[src/sv/chte_pkg.sv]
// shared types and constants of the chained hash table engine
package chte_pkg;

  localparam int unsigned MAX_BUCKETS  = 256;
  localparam int unsigned POOL_ENTRIES = 1024;

  localparam int unsigned OP_W     = 2;
  localparam int unsigned KEY_W    = 32;
  localparam int unsigned HANDLE_W = 32;
  localparam int unsigned STATUS_W = 2;
  localparam int unsigned COUNT_W  = 11;
  localparam int unsigned BB_W     = 4;

  localparam logic [BB_W-1:0] BB_RESET = 4'd8;

  typedef enum logic [OP_W-1:0] {
    OP_INSERT = 2'd0,
    OP_DELETE = 2'd1,
    OP_LOOKUP = 2'd2,
    OP_NOP    = 2'd3
  } op_e;

  typedef enum logic [STATUS_W-1:0] {
    ST_OK   = 2'd0,
    ST_MISS = 2'd1,
    ST_FULL = 2'd2
  } status_e;

  typedef enum logic [2:0] {
    S_IDLE,
    S_HDATA,
    S_WALK,
    S_FREE,
    S_DONE
  } state_e;

  // entry pool controls
  typedef struct packed {
    logic rd;
    logic kh_we;
    logic link_we;
  } pool_ctl_t;

  // bucket head table controls
  typedef struct packed {
    logic rd;
    logic we;
  } head_ctl_t;

endpackage

[src/sv/chte_heads.sv]
// bucket head table: head slot memory with per-bucket valid bits
module chte_heads #(
  parameter int unsigned MAX_BUCKETS  = chte_pkg::MAX_BUCKETS,
  parameter int unsigned POOL_ENTRIES = chte_pkg::POOL_ENTRIES,
  localparam int unsigned HW = $clog2(MAX_BUCKETS),
  localparam int unsigned SW = $clog2(POOL_ENTRIES)
) (
  input  logic                clk_i,
  input  logic                rst_ni,
  input  chte_pkg::head_ctl_t ctl_i,
  input  logic [HW-1:0]       rd_addr_i,
  input  logic [HW-1:0]       wr_addr_i,
  input  logic                wr_valid_i,
  input  logic [SW-1:0]       wr_slot_i,
  output logic                rd_valid_o,
  output logic [SW-1:0]       rd_slot_o
);

  logic [SW-1:0]          slots_mem [MAX_BUCKETS];
  logic [MAX_BUCKETS-1:0] valid_q;

  always_ff @(posedge clk_i or negedge rst_ni) begin
    if (!rst_ni) begin
      valid_q    <= '0;
      rd_valid_o <= 1'b0;
    end else begin
      if (ctl_i.we) begin
        valid_q[wr_addr_i] <= wr_valid_i;
      end
      if (ctl_i.rd) begin
        rd_valid_o <= valid_q[rd_addr_i];
      end
    end
  end

  always_ff @(posedge clk_i) begin
    if (ctl_i.we) begin
      slots_mem[wr_addr_i] <= wr_slot_i;
    end
    if (ctl_i.rd) begin
      rd_slot_o <= slots_mem[rd_addr_i];
    end
  end

endmodule
[config.mk]
export PLATFORM = sky130hd
export DESIGN_NAME = chte_heads
export DESIGN_NICKNAME = d
export VERILOG_FILES = /design/src/sv/chte_pkg.sv /design/src/sv/chte_heads.sv
export SDC_FILE = /design/constraint.sdc
export NUM_CORES = 2
export LEC_CHECK = 0
export BUFFER_PORTS_ARGS = -buffer_cell sky130_fd_sc_hd__buf_2
export CAP_MARGIN = 20
export CORE_ASPECT_RATIO = 0.75
export CORE_UTILIZATION = 35
export CTS_CLUSTER_SIZE = 25
export DETAILED_ROUTE_END_ITERATION = 16
export PLACE_DENSITY = 0.51
export SETUP_SLACK_MARGIN = 0.4
export SYNTH_ARGS = -nofsm -noshare
export SYNTH_HDL_FRONTEND = slang
export SYNTH_SLANG_ARGS = --single-unit
[constraint.sdc]
create_clock -name clk_i -period 7.45 [get_ports clk_i]
set_clock_uncertainty 0.15 [all_clocks]
set_input_delay 0.745 -clock clk_i [delete_from_list [all_inputs] [get_ports clk_i]]
set_output_delay 0.745 -clock clk_i [all_outputs]
set_load 0.03 [all_outputs]
==> results.ini <==
[logic_synthesis]
synthCells = 5111
synthTopCellsByArea = edfxtp_1 71%, mux4_2 14%, dfrtp_1 5.9%, mux2_2 2.7%, a22oi_1 2.2%
yosysUniqueCellTypes = 41
synth-seq-area-share_pct = 76.49
ys_async_sr_fraction_pct = 9.091
ys_top_cells_by_count = 2570 x edfxtp_1, 691 x mux4_2, 324 x a22oi_1
synth_edf_count = 2570
yosys_warnings = 0
synth_most_common_cell = edfxtp_1
yosysTopAreaCell = edfxtp_1
synth_ff_type = edfxtp_1
synth.top_cell.area_share_pct = 70.61
avgSynthCellArea_sq_um = 21.38
synthesis.nets = 5142
ys_ff_latch = 2827
netlist_area_sq_um = 109300

[detailed_routing]
wl_mm = 309.0
route.vias.total = 54790
drtAntennaViolNets = 0
avgRoutedWirePerCell_microns = 31.49
routed_via_density = 5.584
drt-pass1-iter-count = 5
first_iter_violations = 6647
drc = 0

[grt]
grt_pass1_wl_mm = 432.3
antenna_found_initial = 20
grt_pass1_vias = 53860
overflow = 0
track_usage_pct = 19.41
grt_max_degree = 169

[final_layout]
drive_above_1_share_pct = 30.98
layout.nets = 5502
post-route-util_pct = 40.46
fin_cells = 9812
fillers = 27280
syn2layout_area_growth_pct = 14.85

[sta]
slew-limit-headroom_pct = 17.96
hold_violations = 0
rsz0062_at_grt = no
fin_crit_ns = 4.599
fmax_mhz = 217.5
tightestPinTransition_ns = 1.219
fin_crit_sh_pct = 61.73
drv_slew = 0
fin_tns_setup_ns = 0
hold_slack_ns = 0.1776
setup_violations = 0

[placement]
place_congestion = 0.8084
place_inst = 9277
port_buffers = 41
hpwl_mm = 183.9

[critical_path]
crit_arrival_ns = 5.07
endpoint_kind = flop
r2r_slack_ns = 3.74
worst-setup-path-type = in -> reg
r2r_start = slots_mem[190][5]$_DFFE_PP_
path_max_fanout = 41
critPathRequiredTime_ns = 7.92
r2r-end = rd_slot_o[5]$_DFFE_PP_
start_kind = input pin
worstRegToRegCells = 6

[clock_network]
worstSkewPairLatency_ns = 0.87
hold_buffers = 1
cts_resized = 0
clock_path_buffers = 4
post-cts-setup-buffer-count = 0
cts_buffers = 279
cts_tree = done
cts_sinks = 2827
clk_pin_slew_ns = 0.06
cts-htree-levels = 5
root_buffer = clkbuf_16

[min_path]
hp-start = wr_slot_i[6]
min_path_cells = 1
whs_endpoint = slots_mem[228][6]$_DFFE_PP_
hp-class = in -> reg

[power_and_ir_drop]
p_leak_nw = 40.38
power.density_nw_per_um2 = 262.9
vdd_ir_drop_max_uv = 171.2

[floorplanning]
die_width_microns = 647.3
initial_core_util_pct = 35.23
core_sq_um = 310300
row_count = 177
die_area_sq_um = 314500
pin_count = 42
chipHeight_microns = 486.0

[run]
drv_cap = 0

[outcome]
outcome = complete, no violations

==> critical path: stages <==
cell and delay [ns]:
buf_8 0.46, buf_12 0.37, buf_4 0.48, mux4_2 0.60, a22oi_1 0.20, a21oi_1 0.23
nor4_1 1.02, o22ai_1 0.37, or2_1 0.32
==> registers in the layout (all words and copies together) (netlist names) <==
signal,flops
rd_slot_o,10
valid_q,256
rd_valid_o,1
slots_mem,2560
==> report_power, final <==
group | internal (mW) | switching (mW)
sequential | 17.4 | 0.0548
combinational | 0.579 | 1.15
clock | 7.84 | 5.96
total | 25.8 | 7.17
==> routing by layer <==
layer  vias to the layer above  global-route usage, %  part of all wire, %
met5                         -                      0                    0
met4                         0                  4.246                  2.2
met3                       372                  3.275                  7.4
met2                      2155                  27.92                   44
met1                     30060                  30.69                   47
li1                      22210                      -                    -
==> stage by stage <==
step | power (mW) | cell area (sq um) | setup WS, ns
CTS | 33.29 | 125200 | 2.917
finish | 33.00 | 125500 | 2.851
global route | 33.92 | 125500 | 2.768
global placement | 19.53 | 116100 | 1.955
detailed placement | 19.55 | 116500 | 2.011
floorplan | 18.64 | 109300 | 4.058
==> kinds of logic (layout without fill, tap and decap cells) <==
| kind of cell | count (synthesis) | after routing | synth area share (%) |
|---|---|---|---|
| AO/OA/AOI/OAI | 538 | 538 | 3.319 |
| buffers and inverters | 333 | 909 | 1.243 |
| flip-flops | 2827 | 2827 | 76.49 |
| multiplexers | 984 | 984 | 17.22 |
| other | 0 | 8 | 0 |
| AND/OR/NAND/NOR | 429 | 429 | 1.724 |
==> area by class of cell <==
type	count	area [sq um]	share of cell area [%]
flip-flops and latches	2827	83610	66.60
multi-input cells	1951	24470	19.49
clock buffers	384	7709	6.141
well taps	4117	5151	4.104
repair buffers	407	3568	2.843
clock inverters	113	985.9	0.7854
diodes	8	20.02	0.01595
inverters	5	18.77	0.01495
==> layout by cell type, fill, tap and decap left out, drive strengths merged, types with 2 or more instances in the layout <==
cell	instances
dfrtp	257
or2	12
nand3	29
clkinv	81
buf	404
and3	3
inv	16
a22oi	324
mux2i	33
nand4	8
clkbuf	386
nand2b	5
nor2b	12
nor2	266
a21oi	163
o221ai	10
diode	8
mux4	691
o22ai	25
clkinvlp	4
nor3	7
a211oi	5
o211ai	2
bufinv	17
nand2	38
nor4	44
edfxtp	2570
a2111oi	2
mux2	260
nand4b	2
==> worst max path at each step <==
stage                             end  slack [ns]    startpoint  depth (start not counted)
6_report       rd_slot_o[6]$_DFFE_PP_        2.85  rd_addr_i[0]                          9
4_1_cts        rd_slot_o[8]$_DFFE_PP_        2.92  rd_addr_i[0]                         10
2_1_floorplan  rd_slot_o[5]$_DFFE_PP_        4.06  rd_addr_i[0]                          9
3_3_place_gp   rd_slot_o[6]$_DFFE_PP_        1.96  rd_addr_i[0]                         10
5_1_grt        rd_slot_o[8]$_DFFE_PP_        2.77  rd_addr_i[0]                         10
3_5_place_dp   rd_slot_o[8]$_DFFE_PP_        2.01  rd_addr_i[0]                         10
Note: power is estimated with default switching activity, not from simulation.
